--- src/rtl/cqmq_pkg.sv ---
`default_nettype none

package cqmq_pkg;

  typedef enum logic [1:0] {
    FUNC_PUSH  = 2'd0,
    FUNC_POP   = 2'd1,
    FUNC_QUERY = 2'd2,
    FUNC_NONE  = 2'd3
  } func_e;

  typedef enum logic [1:0] {
    STAT_OK    = 2'd0,
    STAT_FULL  = 2'd1,
    STAT_EMPTY = 2'd2
  } status_e;

  typedef enum logic [2:0] {
    ST_IDLE = 3'b001,
    ST_POP  = 3'b010,
    ST_SCAN = 3'b100
  } state_e;

  localparam int unsigned CodeW   = 16;
  localparam int unsigned AmountW = 32;

  typedef struct packed {
    logic        [CodeW-1:0]   code;
    logic signed [AmountW-1:0] amount;
  } rec_t;

endpackage

`default_nettype wire

--- src/rtl/cqmq_store.sv ---
`default_nettype none

module cqmq_store #(
  parameter int unsigned SLOTS = 8,
  parameter int unsigned IdxW  = (SLOTS > 1) ? $clog2(SLOTS) : 1
) (
  input  wire                   clk_i,
  input  wire                   we_i,
  input  wire  [IdxW-1:0]       waddr_i,
  input  cqmq_pkg::rec_t        wdata_i,
  input  wire                   re_i,
  input  wire  [IdxW-1:0]       raddr_i,
  output cqmq_pkg::rec_t        rdata_o
);

  cqmq_pkg::rec_t mem_q [SLOTS];
  cqmq_pkg::rec_t rdata_q;

  always_ff @(posedge clk_i) begin
    if (we_i) begin
      mem_q[waddr_i] <= wdata_i;
    end
  end

  always_ff @(posedge clk_i) begin
    if (re_i) begin
      rdata_q <= mem_q[raddr_i];
    end
  end

  assign rdata_o = rdata_q;

endmodule

`default_nettype wire

--- src/rtl/cqmq_ctrl.sv ---
`default_nettype none

module cqmq_ctrl #(
  parameter int unsigned SLOTS = 8,
  parameter int unsigned IdxW  = (SLOTS > 1) ? $clog2(SLOTS) : 1
) (
  input  wire                   clk_i,
  input  wire                   rst_ni,
  input  wire                   start_i,
  output logic                  busy_o,
  input  wire  [1:0]            func_i,
  input  cqmq_pkg::rec_t        rec_i,
  output logic                  mem_we_o,
  output logic [IdxW-1:0]       mem_waddr_o,
  output cqmq_pkg::rec_t        mem_wdata_o,
  output logic                  mem_re_o,
  output logic [IdxW-1:0]       mem_raddr_o,
  input  cqmq_pkg::rec_t        mem_rdata_i,
  output logic                  res_valid_o,
  output logic [1:0]            res_status_o,
  output cqmq_pkg::rec_t        res_rec_o
);

  localparam logic [IdxW-1:0] LastIdx = IdxW'(SLOTS - 1);

  cqmq_pkg::state_e state_q, state_d;
  logic [IdxW-1:0]  head_q, head_d;
  logic [IdxW-1:0]  tail_q, tail_d;
  logic [IdxW-1:0]  ptr_q, ptr_d;
  logic             first_q, first_d;
  cqmq_pkg::rec_t   max_q, max_d;
  logic             res_valid_q, res_valid_d;
  logic [1:0]       res_status_q, res_status_d;
  cqmq_pkg::rec_t   res_rec_q, res_rec_d;

  logic [IdxW-1:0]  head_nxt, tail_nxt, ptr_nxt;
  logic             accept, empty, full, take;
  cqmq_pkg::func_e  func;

  assign head_nxt = (head_q == LastIdx) ? '0 : head_q + IdxW'(1);
  assign tail_nxt = (tail_q == LastIdx) ? '0 : tail_q + IdxW'(1);
  assign ptr_nxt  = (ptr_q  == LastIdx) ? '0 : ptr_q  + IdxW'(1);

  assign func   = cqmq_pkg::func_e'(func_i);
  assign busy_o = (state_q != cqmq_pkg::ST_IDLE);
  assign accept = start_i && !busy_o;
  assign empty  = (head_q == tail_q);
  assign full   = (tail_nxt == head_q);

  // first entry of a scan seeds the running maximum; ties keep the older entry
  assign take = first_q || ($signed(mem_rdata_i.amount) > $signed(max_q.amount));

  always_comb begin
    state_d      = state_q;
    head_d       = head_q;
    tail_d       = tail_q;
    ptr_d        = ptr_q;
    first_d      = first_q;
    max_d        = max_q;
    res_valid_d  = 1'b0;
    res_status_d = res_status_q;
    res_rec_d    = res_rec_q;
    mem_we_o     = 1'b0;
    mem_waddr_o  = tail_q;
    mem_wdata_o  = rec_i;
    mem_re_o     = 1'b0;
    mem_raddr_o  = head_q;

    case (state_q)
      cqmq_pkg::ST_IDLE: begin
        if (accept) begin
          res_status_d = cqmq_pkg::STAT_OK;
          res_rec_d    = '0;
          case (func)
            cqmq_pkg::FUNC_PUSH: begin
              res_valid_d = 1'b1;
              if (full) begin
                res_status_d = cqmq_pkg::STAT_FULL;
              end else begin
                mem_we_o = 1'b1;
                tail_d   = tail_nxt;
              end
            end
            cqmq_pkg::FUNC_POP, cqmq_pkg::FUNC_QUERY: begin
              if (empty) begin
                res_valid_d  = 1'b1;
                res_status_d = cqmq_pkg::STAT_EMPTY;
              end else begin
                mem_re_o = 1'b1;
                ptr_d    = head_nxt;
                first_d  = 1'b1;
                state_d  = (func == cqmq_pkg::FUNC_POP) ? cqmq_pkg::ST_POP
                                                         : cqmq_pkg::ST_SCAN;
              end
            end
            default: begin
              res_valid_d = 1'b1;
            end
          endcase
        end
      end
      cqmq_pkg::ST_POP: begin
        res_valid_d = 1'b1;
        res_rec_d   = mem_rdata_i;
        head_d      = head_nxt;
        state_d     = cqmq_pkg::ST_IDLE;
      end
      cqmq_pkg::ST_SCAN: begin
        first_d = 1'b0;
        if (take) begin
          max_d = mem_rdata_i;
        end
        mem_raddr_o = ptr_q;
        // ptr_q reaching tail means the entry now on the read port is the last one
        if (ptr_q != tail_q) begin
          mem_re_o = 1'b1;
          ptr_d    = ptr_nxt;
        end else begin
          res_valid_d = 1'b1;
          res_rec_d   = max_d;
          state_d     = cqmq_pkg::ST_IDLE;
        end
      end
      default: begin
        state_d = cqmq_pkg::ST_IDLE;
      end
    endcase
  end

  always_ff @(posedge clk_i or negedge rst_ni) begin
    if (!rst_ni) begin
      state_q     <= cqmq_pkg::ST_IDLE;
      head_q      <= '0;
      tail_q      <= '0;
      ptr_q       <= '0;
      first_q     <= 1'b0;
      res_valid_q <= 1'b0;
    end else begin
      state_q     <= state_d;
      head_q      <= head_d;
      tail_q      <= tail_d;
      ptr_q       <= ptr_d;
      first_q     <= first_d;
      res_valid_q <= res_valid_d;
    end
  end

  always_ff @(posedge clk_i) begin
    max_q        <= max_d;
    res_status_q <= res_status_d;
    res_rec_q    <= res_rec_d;
  end

  assign res_valid_o  = res_valid_q;
  assign res_status_o = res_status_q;
  assign res_rec_o    = res_rec_q;

  a_idx_range: assert property (@(posedge clk_i) disable iff (!rst_ni)
    (head_q <= LastIdx) && (tail_q <= LastIdx) && (ptr_q <= LastIdx))
    else $error("queue index out of range");

  a_write_idle: assert property (@(posedge clk_i) disable iff (!rst_ni)
    mem_we_o |-> (state_q == cqmq_pkg::ST_IDLE) && !full)
    else $error("memory write outside idle or into full queue");

  a_scan_nonempty: assert property (@(posedge clk_i) disable iff (!rst_ni)
    (state_q == cqmq_pkg::ST_SCAN || state_q == cqmq_pkg::ST_POP) |-> !empty)
    else $error("read of an empty queue");

  a_push_adv: assert property (@(posedge clk_i) disable iff (!rst_ni)
    mem_we_o |=> (tail_q == $past(tail_nxt)) && res_valid_q)
    else $error("push did not advance tail");

  a_res_source: assert property (@(posedge clk_i) disable iff (!rst_ni)
    res_valid_q |-> $past(accept) || $past(busy_o))
    else $error("result without a transaction");

endmodule

`default_nettype wire

--- src/rtl/circular_queue_with_max_query_top.sv ---
`default_nettype none

// Ring queue of (code, amount) records with SLOTS slots, holding at most SLOTS-1
// records. A transaction is taken when start is high and busy is low; each one
// gives exactly one result, shown for one cycle with result_valid_o. Push, the
// unused function code, and pop or query of an empty queue answer in the cycle
// after acceptance and leave busy low. A pop passes through the pop state, where the
// head record is registered as the result. A query holds busy high while its scan
// reads one record per cycle through the single read port of the record memory and
// gives the maximum. The receiver must take every result when it is shown.
module circular_queue_with_max_query_top #(
  parameter int unsigned SLOTS = 8
) (
  input  wire                clk_i,
  input  wire                rst_ni,
  input  wire                start,
  output logic               busy,
  input  wire  [1:0]         func_i,
  input  wire  [15:0]        rec_code_i,
  input  wire  signed [31:0] rec_amount_i,
  output logic               result_valid_o,
  output logic [1:0]         status_o,
  output logic [15:0]        out_code_o,
  output logic signed [31:0] out_amount_o
);

  localparam int unsigned IdxW = (SLOTS > 1) ? $clog2(SLOTS) : 1;

  cqmq_pkg::rec_t  rec_in, wdata, rdata, res_rec;
  logic            we, re;
  logic [IdxW-1:0] waddr, raddr;

  assign rec_in.code   = rec_code_i;
  assign rec_in.amount = rec_amount_i;

  cqmq_store #(
    .SLOTS (SLOTS),
    .IdxW  (IdxW)
  ) u_store (
    .clk_i   (clk_i),
    .we_i    (we),
    .waddr_i (waddr),
    .wdata_i (wdata),
    .re_i    (re),
    .raddr_i (raddr),
    .rdata_o (rdata)
  );

  cqmq_ctrl #(
    .SLOTS (SLOTS),
    .IdxW  (IdxW)
  ) u_ctrl (
    .clk_i        (clk_i),
    .rst_ni       (rst_ni),
    .start_i      (start),
    .busy_o       (busy),
    .func_i       (func_i),
    .rec_i        (rec_in),
    .mem_we_o     (we),
    .mem_waddr_o  (waddr),
    .mem_wdata_o  (wdata),
    .mem_re_o     (re),
    .mem_raddr_o  (raddr),
    .mem_rdata_i  (rdata),
    .res_valid_o  (result_valid_o),
    .res_status_o (status_o),
    .res_rec_o    (res_rec)
  );

  assign out_code_o   = res_rec.code;
  assign out_amount_o = res_rec.amount;

endmodule

`default_nettype wire

--- config.mk ---
export PLATFORM = sky130hd
export DESIGN_NAME = circular_queue_with_max_query_top
export DESIGN_NICKNAME = d
export VERILOG_FILES = /design/src/rtl/cqmq_pkg.sv /design/src/rtl/cqmq_store.sv /design/src/rtl/cqmq_ctrl.sv /design/src/rtl/circular_queue_with_max_query_top.sv
export SDC_FILE = /design/constraint.sdc
export NUM_CORES = 1
export LEC_CHECK = 0
export BUFFER_PORTS_ARGS = -buffer_cell sky130_fd_sc_hd__buf_2
export CAP_MARGIN = 20
export CORE_ASPECT_RATIO = 0.6
export CORE_UTILIZATION = 60
export DETAILED_ROUTE_END_ITERATION = 10
export GPL_ROUTABILITY_DRIVEN = 0
export PLACE_DENSITY = 0.78
export SYNTH_ARGS = -nofsm -noshare
export SYNTH_HDL_FRONTEND = slang
export SYNTH_SLANG_ARGS = --single-unit
--- constraint.sdc ---
create_clock -name clk_i -period 8 [get_ports clk_i]
set_input_delay 2 -clock clk_i [delete_from_list [all_inputs] [get_ports clk_i]]
set_output_delay 2 -clock clk_i [all_outputs]
set_load 0.03 [all_outputs]
==> impl_metrics.toml, run 1 <==
[outcome]
outcome = "finished clean"

[cells_and_area]
layout-drive-gt1-share_pct = 13.3
fin_util_pct = 68.1
syn_to_final_growth_pct = 11.3
nets = 1883

[global_routing]
globalRouteTotalUtil_pct = 25.0
grt_overflow = 0
grt_pass1_vias = 13000
grt_pass1_wl_um = 71900
antenna_found_initial = 7
grt_start_max_net_pins = 145

[sta]
maxSlewHeadroom_pct = 32.4
fin_skew_ns = 0.0145
hold_viol_final = 0
worst_pin_slew_ns = 1.01
slew_violations = 0
setup_tns_ns = 0
setup_viol = 0
fmax_mhz = 232
min_period_ns = 4.31
finalCritPeriodShare_pct = 53.8
grt_setup_unrepaired = "false"

[die]
initial_core_util_pct = 61.1
die_h_um = 151
die_width_um = 251
die-area_mm2 = 0.0379
coreArea_mm2 = 0.0364
rows = 54
num_io_pins = 105

[clock_tree]
numCtsBuffers = 48
clk_latency_ns = 0.57
hold_buffers = 0
cts_tree = "done"
h-tree-depth = 2
clockRootBuffer = "clkbuf_16"
cts.clk_slew.worst_paths_ns = 0.06
cts_setup_buffers = 0
cts_resized = 0
cts_sinks = 544
cts_max_path_buffers = 3

[worst_hold_path]
min_path_cells = 1
worstHoldStart = "u_ctrl.max_q[6]$_DFFE_PP_"
hp-class = "reg2reg"
whs_endpoint = "u_ctrl.res_rec_o[6]$_DFFE_PP_"

[place]
hpwl_um = 27200
io_buffers = 104

[synth]
synthCells = 1711
ys_ff_latch = 544
synth_common_cells = "edfxtp_1 (530), nand2_1 (483), nand3_1 (245), o21ai_0 (76), clkbuf_1 (57)"
yosysTopAreaCell = "edfxtp_1"
synth.distinct_cells = 51
async_reset_ff_share_pct = 2.57
synth_top_area_share_pct = 71.5
syn_nets = 1805
synth.most_common_cell = "edfxtp_1"
synth_area_mm2 = 0.0223
seq_area_frac_synth_pct = 73.1
syn_area_per_cell_um2 = 13.0
ys_warn_count = 0
synth_edf_count = 530
synth_flop_cell = "edfxtp_1"
yosys-top-cells-area = "edfxtp_1 (71%), nand2_1 (8.1%), nand3_1 (5.5%)"

[setup_path]
cpMaxStageDelayCell = "nor4bb_1"
startpoint_type = "input pin"
worst-path-buf-inv = 2
worstPathMaxFanout = 48
crit_path_end_kind = "register"
arrival_ns = 4.49
path_cells = "buf_2 -> nor4bb_1 -> and3_1 -> nand2b_1 -> nor3b_2 -> buf_4"
cpPeakStageDelay_ns = 0.79
r2r-end = "u_store.rdata_o[31]$_DFFE_PP_"
timing.rr.start = "u_ctrl.state_q[1]$_DFFE_PN0P_"
crit_family = "simple AND/OR/NAND/NOR gates"
crit_type = "in2reg"
r2r_cells = 8
reg2reg_slack_ns = 3.92
cp_data_required_time_ns = 8.19

[route]
drtIter0Drc = 1735
drt_wl_total_um = 47200
routed_via_density = 5.90
drt_first_pass_iters = 5
ant_nets = 0
vias = 13600
detail_route.wl_per_cell_um = 20.5
drcViolationCount = 0

[flow_run]
cap_violations = 0

[power]
p_leak_nw = 9.17
irDropWorstVdd_uv = 184
power_density_mw_per_mm2 = 310
[worst max path at each step]
stage,cells after the start,end,startpoint,slack [ns]
after floorplan,5,u_store.mem_q[5][0]$_DFFE_PP_,start,0.81
after global placement,6,u_store.mem_q[4][30]$_DFFE_PP_,start,3.31
after detailed placement,6,u_store.mem_q[4][29]$_DFFE_PP_,start,3.22
after CTS,6,u_store.mem_q[4][22]$_DFFE_PP_,start,3.77
after global routing,6,u_store.mem_q[5][21]$_DFFE_PP_,start,3.57
final,6,u_store.mem_q[4][22]$_DFFE_PP_,start,3.69
[flip-flops by register name, indices dropped and copies added, names as in the netlist]
register             flops
u_store.mem_q          384
u_ctrl.max_q            48
u_ctrl.res_rec_o        48
u_store.rdata_o         48
u_ctrl.head_q            3
u_ctrl.mem_waddr_o       3
u_ctrl.ptr_q             3
u_ctrl.state_q           3
u_ctrl.res_status_o      2
u_ctrl.first_q           1
u_ctrl.res_valid_o       1
[metrics by stage]
step	hold WS (ns)	total power [mW]	setup slack (ns)	std cells	cell area [um^2]
4_1_cts	0.563	7.67	3.77	2300	24700
3_5_place_dp	0.548	5.41	3.22	2213	23200
6_report	0.564	7.68	3.69	2305	24800
3_3_place_gp	0.547	5.34	3.31	2213	23200
2_1_floorplan	0.521	4.84	0.808	1711	22300
5_1_grt	0.584	8.00	3.57	2303	24800
[placed cells by master (no fill, tap or decap), types with 7 or more instances in the layout]
cell       count
inv_1         38
o21ai_0       76
clkbuf_16     49
edfxtp_1     530
buf_2        104
nor2_1        14
clkinv_1      13
ha_1          41
buf_4         20
mux2_2        21
clkbuf_1       8
nand2_1      482
nand3_1      245
clkinv_2       7
dfrtp_1       13
o21ai_1       10
a21oi_1       22
a22o_1        48
[layer usage]
layer  vias to the layer above  share of wire (%)  GRT usage (%)
met5                         -              0.087              0
met4                         6                1.4           5.09
met3                        68                9.3           5.74
met2                       572                 45           38.1
met1                      6613                 45           37.2
li1                       6340                  -              -
[where the power goes]
part           internal, mW  switching (mW)  total (mW)
combinational         0.520            1.23        1.75
clock                  1.28            1.00        2.29
sequential             3.48           0.155        3.64
[layout make-up]
| cell class | count | area, um^2 |
|---|---|---|
| flip-flops and latches | 544 | 16300 |
| fillers | 2432 | 11600 |
| multi-input cells | 1030 | 5510 |
| clock buffers | 57 | 1260 |
| repair buffers | 127 | 731 |
| well taps | 476 | 596 |
| clock inverters | 30 | 275 |
| inverters | 38 | 143 |
| diodes | 3 | 7.51 |
[cell families (layout without fill, tap and decap cells)]
group	Yosys count	after routing	synth area share, %
and+or+nand+nor	783	783	15.3
DFF	544	544	73.1
AOI/OAI and AO/OA	170	170	5.00
buffers and inverters	137	252	2.67
adders and majority gates	41	41	2.30
muxes	27	27	1.34
xor gates and xnor gates	9	9	0.354
other	0	3	0
[worst reg2reg max path: stages, from the launching register on]
cell	delay, ns
dfrtp_1	0.44
nor3b_2	0.73
mux2i_4	0.34
buf_4	0.54
buf_4	0.90
nand2_1	0.19
nand3_1	0.13
nand3_1	0.08
o21ai_0	0.40
Power figures use the tool's default switching activity.
==> inputs of run 2 (changes only) <==
--- a/config.mk
+++ b/config.mk
@@ -8,10 +8,10 @@
 export BUFFER_PORTS_ARGS = -buffer_cell sky130_fd_sc_hd__buf_2
 export CAP_MARGIN = 20
 export CORE_ASPECT_RATIO = 0.6
-export CORE_UTILIZATION = 60
+export CORE_UTILIZATION = 55
 export DETAILED_ROUTE_END_ITERATION = 10
 export GPL_ROUTABILITY_DRIVEN = 0
-export PLACE_DENSITY = 0.78
+export PLACE_DENSITY = 0.75
 export SYNTH_ARGS = -nofsm -noshare
 export SYNTH_HDL_FRONTEND = slang
 export SYNTH_SLANG_ARGS = --single-unit
==> constraint.sdc (replaced) <==
create_clock -name clk_i -period 3.75 [get_ports clk_i]
set_input_delay 0.9375 -clock clk_i [delete_from_list [all_inputs] [get_ports clk_i]]
set_output_delay 0.9375 -clock clk_i [all_outputs]
set_load 0.03 [all_outputs]
==> impl_metrics.toml, run 2 (synthesis gave the netlist of run 1 again) <==
[power]
comb_power_share_pct = 24.8
irDropWorstVdd_uv = 326
switching_share_pct = 31.1
power_frac_seq_pct = 47.0
power_density_mw_per_mm2 = 651
switchingPower_mw = 5.12
p_int_mw = 11.4
p_leak_nw = 9.40
p_clk_share_pct = 28.2

[setup_path]
crit_family = "simple AND/OR/NAND/NOR gates"
r2r-end = "u_ctrl.max_q[0]$_DFFE_PP_"
path_cells = "ha_1 -> nand4_4 -> nor4_4 -> nand2_1 -> a21oi_4 -> o211ai_2 -> o311ai_4 -> buf_4 -> mux2_2"
worst-path-buf-inv = 1
arrival_ns = 3.37
reg2reg_slack_ns = 0.69
cpPeakStageDelay_ns = 0.54
crit_path_end_kind = "register"
timing.rr.start = "u_store.rdata_o[31]$_DFFE_PP_"
crit_type = "reg2reg"
cpMaxStageDelayCell = "ha_1"
r2r_cells = 9
startpoint_type = "register"
cp_data_required_time_ns = 4.06
worstPathMaxFanout = 32

[die]
rows = 56
die-area_mm2 = 0.0413
initial_core_util_pct = 56.4
coreArea_mm2 = 0.0394
die_width_um = 262
die_h_um = 158
num_io_pins = 105

[clock_tree]
hold_buffers = 0
cts_resized = 0
cts_tree = "done"
cts_sinks = 544
cts.clk_slew.worst_paths_ns = 0.06
cts_max_path_buffers = 3
numCtsBuffers = 49
clockRootBuffer = "clkbuf_16"
clk_latency_ns = 0.58
cts_setup_buffers = 0
h-tree-depth = 2

[sta]
worst_pin_slew_ns = 0.855
fin_skew_ns = 0.0250
fmax_mhz = 327
min_period_ns = 3.06
grt_setup_unrepaired = "false"
hold_viol_final = 0
setup_viol = 0
hold_ws_ns = 0.269
maxSlewHeadroom_pct = 42.4
slew_violations = 0
finalCritPeriodShare_pct = 81.5
setup_tns_ns = 0

[route]
ant_nets = 0
routed_via_density = 5.72
drt_wl_total_um = 48400
detail_route.wl_per_cell_um = 20.2
drt_first_pass_iters = 5
drcViolationCount = 0
vias = 13700
drtIter0Drc = 1460

[worst_hold_path]
hp-class = "in2async"

[global_routing]
grt_pass1_wl_um = 74800
grt_overflow = 0
antenna_found_initial = 9
grt_pass1_vias = 12900
globalRouteTotalUtil_pct = 24.1
grt_start_max_net_pins = 97

[cells_and_area]
largest_reg_flops = 384
final_common_cell = "edfxtp_1"
regMostFlops = "u_store.mem_q"
syn_to_final_growth_pct = 13.7
fillers = 2787
layout_common_cells = "edfxtp_1 (530), nand2_1 (482), nand3_1 (245), buf_2 (104), o21ai_0 (76)"
layout-drive-gt1-share_pct = 14.8
nets = 1921

[place]
io_buffers = 104
hpwl_um = 28500

[flow_run]
cap_violations = 0

[outcome]
outcome = "finished clean"
[run 2: cell count changes in the layout (fill, tap and decap cells not counted), moves of 2 or more]
cell / previous run / this run
clkbuf_16: 49 / 51
bufinv_16: 5 / 1
buf_12: 3 / 20
nor3b_4: 0 / 4
clkinv_1: 13 / 11
nor3_4: 0 / 2
diode_2: 3 / 8
clkbuf_1: 8 / 15
nor3b_2: 5 / 1
buf_4: 20 / 40
nor3_2: 3 / 1
[run 2: per-stage QoR]
step | instance area (um^2) | power, mW | util, % | cells | worst slack (ns)
final | 25300 | 16.5 | 64.2 | 2394 | 0.694
after global routing | 25300 | 17.3 | 64.2 | 2388 | 0.474
after CTS | 25300 | 16.6 | 64.1 | 2386 | 0.676
after detailed placement | 23800 | 11.9 | 60.4 | 2298 | 0.675
after global placement | 23800 | 11.8 | 60.4 | 2298 | 0.658
after floorplan | 22400 | 10.4 | - | 1711 | 0.0148
[run 2: final cells by class]
type | instances | area (um^2) | area share (%)
Antenna cell | 8 | 20.0 | 0.0791
Clock buffer | 66 | 1330 | 5.26
Clock inverter | 22 | 130 | 0.514
Inverter | 38 | 143 | 0.563
Multi-Input combinational cell | 1030 | 5560 | 21.9
Sequential cell | 544 | 16300 | 64.2
Tap cell | 522 | 653 | 2.58
Timing Repair Buffer | 164 | 1220 | 4.82
[run 2: how the worst max path moves through the flow]
stage	startpoint	to	cells past startpoint	slack [ns]
2_1_floorplan	start	u_store.mem_q[4][0]$_DFFE_PP_	5	0.01
3_3_place_gp	start	u_store.mem_q[6][30]$_DFFE_PP_	7	0.66
3_5_place_dp	start	u_store.mem_q[6][34]$_DFFE_PP_	7	0.68
4_1_cts	u_store.rdata_o[31]$_DFFE_PP_	u_ctrl.max_q[0]$_DFFE_PP_	9	0.68
5_1_grt	u_store.rdata_o[31]$_DFFE_PP_	u_ctrl.max_q[47]$_DFFE_PP_	9	0.47
6_report	u_store.rdata_o[31]$_DFFE_PP_	u_ctrl.max_q[0]$_DFFE_PP_	9	0.69
[run 2: power groups by stage]
stage / Combinational, mW / Clock (mW) / Sequential [mW]
floorplan: 2.31 / 0 / 8.05
global placement: 3.95 / 0 / 7.84
detailed placement: 4.04 / 0 / 7.86
CTS: 4.08 / 4.73 / 7.74
global route: 4.50 / 4.97 / 7.79
finish: 4.09 / 4.66 / 7.74
[run 2: metal layers]
layer	share of wire, %	track usage [%]	vias up
li1	-	-	6429
met1	45	36.2	6635
met2	44	35.7	559
met3	9.3	6.05	62
met4	1.4	5.34	2
met5	0.021	0	-
==> inputs of run 3 (changes only) <==
==> constraint.sdc (replaced) <==
create_clock -name clk_i -period 2.6 [get_ports clk_i]
set_input_delay 0.65 -clock clk_i [delete_from_list [all_inputs] [get_ports clk_i]]
set_output_delay 0.65 -clock clk_i [all_outputs]
set_load 0.03 [all_outputs]
==> impl_metrics.toml, run 3 (synthesis gave the netlist of run 1 again) <==
[sta]
finalCritPeriodShare_pct = 113
grt_setup_unrepaired = "true"
fin_skew_ns = 0.0180
worst_pin_slew_ns = 0.579
fmax_mhz = 340
maxSlewHeadroom_pct = 61.0
min_period_ns = 2.94
setup_viol = 96
hold_viol_final = 0
slew_violations = 0
timing.final.ws_setup_ns = -0.345

[route]
vias = 15100
detail_route.wl_per_cell_um = 22.5
drt_wl_total_um = 57100
drt_first_pass_iters = 5
drcViolationCount = 0
routed_via_density = 5.94
drtIter0Drc = 2022
ant_nets = 0

[power]
power_density_mw_per_mm2 = 942
irDropWorstVdd_uv = 519
p_leak_nw = 10.4
total_power_mw = 25.8

[clock_tree]
numCtsBuffers = 49
cts_max_path_buffers = 3
h-tree-depth = 2
cts.clk_slew.worst_paths_ns = 0.08
cts_tree = "done"
clockRootBuffer = "clkbuf_16"
cts_sinks = 544
clk_latency_ns = 0.57

[die]
rows = 56
coreArea_mm2 = 0.0394
initial_core_util_pct = 56.4
num_io_pins = 105
die-area_mm2 = 0.0413
die_width_um = 262
die_h_um = 158

[cells_and_area]
layout-drive-gt1-share_pct = 24.6
layout_common_cells = "edfxtp_1 (530), nand2_1 (471), nand3_1 (245), buf_4 (144), buf_2 (104)"
multi_input_area_mm2 = 0.00607
fin_util_pct = 69.4
fin_area_mm2 = 0.0274
syn_to_final_growth_pct = 23.0
nets = 2061
final_common_cell = "edfxtp_1"
fillers = 2548
ff_latch_area_mm2 = 0.0163
regMostFlops = "u_store.mem_q"
largest_reg_flops = 384

[setup_path]
worstPathMaxFanout = 6
cpPeakStageDelay_ns = 0.44
startpoint_type = "register"
cpMaxStageDelayCell = "edfxtp_1"
crit_path_end_kind = "register"
arrival_ns = 3.26
crit_type = "reg2reg"
cp_data_required_time_ns = 2.92
worst-path-buf-inv = 6
path_cells = "inv_2 -> ha_1 -> nand4_1 -> buf_4 -> nor3_2 -> a22oi_2 -> o211ai_2 -> buf_6 -> o311ai_4 -> buf_6 -> nor2b_4 -> buf_12 -> clkbuf_16 -> a22o_1"
crit_family = "buffers and inverters"
crit_top_cell = "buf_6"

[global_routing]
globalRouteTotalUtil_pct = 27.1
grt_start_max_net_pins = 49
antenna_found_initial = 8
grt_pass1_wl_um = 83400
grt_pass1_vias = 14100
grt_overflow = 0

[flow_run]
cap_violations = 0

[worst_hold_path]
hp-class = "in2reg"

[outcome]
outcome = "complete, but fails checks"
failed_checks = "setup timing"

[place]
place_ws_ns = -0.205
io_buffers = 104
place_area_mm2 = 0.0247
hpwl_um = 30900
run 3: per-layer routing:
metal / GRT usage [%] / share of wire [%] / vias up
met2: 41.4 / 46 / 890
met5: 0 / 0 / -
li1: - / - / 6722
met3: 5.43 / 11 / 148
met1: 39.7 / 41 / 7296
met4: 7.59 / 2.5 / 0
run 3: through the flow:
| stage | TNS [ns] | hold WS [ns] | instances |
|---|---|---|---|
| 5_1_grt | -29.70 | 0.344 | 2530 |
| 6_report | -26.47 | 0.345 | 2534 |
| 3_5_place_dp | -14.30 | 0.550 | 2380 |
| 4_1_cts | -3.53 | 0.329 | 2511 |
| 3_3_place_gp | -5.41 | 0.546 | 2380 |
| 2_1_floorplan | -143.08 | 0.354 | 1711 |
run 3: report_power, final:
part | internal (mW) | switching [mW]
clock | 3.92 | 3.16
combinational | 2.98 | 4.54
sequential | 10.7 | 0.469
total | 17.6 | 8.17
run 3: area by class of cell:
class | count | area share (%)
inverter | 38 | 0.521
clock buffer | 66 | 4.90
timing repair buffer | 304 | 9.85
clock inverter | 24 | 0.708
multi-input combinational | 1030 | 22.2
tap | 522 | 2.39
sequential | 544 | 59.4
antenna | 6 | 0.0548
run 3: worst register-to-register path, cell delays in order (launching register included):
cell and delay, ns:
edfxtp_1 0.44, inv_2 0.12, ha_1 0.25, nand4_1 0.13, buf_4 0.14, nor3_2 0.05, a22oi_2 0.16, o211ai_2 0.13
buf_6 0.15, o311ai_4 0.42, buf_6 0.17, nor2b_4 0.04, buf_12 0.14, clkbuf_16 0.16, a22o_1 0.19
run 3: timing repair:
item / in CTS / in global routing
setup endpoints to repair: 198 / 204
hold buffers: 1 / 0
setup buffers: 36 / 15
pin swaps: 30 / 20
endpoints found under the hold margin: 13 / 0
resized for setup: 72 / 51
cloned: 5 / 3
run 3: path summary, 6_finish.rpt:
kind / start / end / slack [ns] / cells past startpoint
max in group asynchronous: rst_ni / u_ctrl.state_q[0]$_DFFE_PN1P_ / 1.77 / 2
hold reg to reg: u_store.rdata_o[43]$_DFFE_PP_ / u_ctrl.res_rec_o[43]$_DFFE_PP_ / 0.57 / 1
setup reg to reg: u_ctrl.max_q[26]$_DFFE_PP_ / u_ctrl.res_rec_o[47]$_DFFE_PP_ / -0.34 / 14
setup / recovery: u_ctrl.max_q[26]$_DFFE_PP_ / u_ctrl.res_rec_o[47]$_DFFE_PP_ / -0.34 / 14
hold / removal: rec_code_i[5] / u_store.mem_q[6][37]$_DFFE_PP_ / 0.34 / 1
min in group asynchronous: rst_ni / u_ctrl.mem_waddr_o[2]$_DFFE_PN0P_ / 0.53 / 2
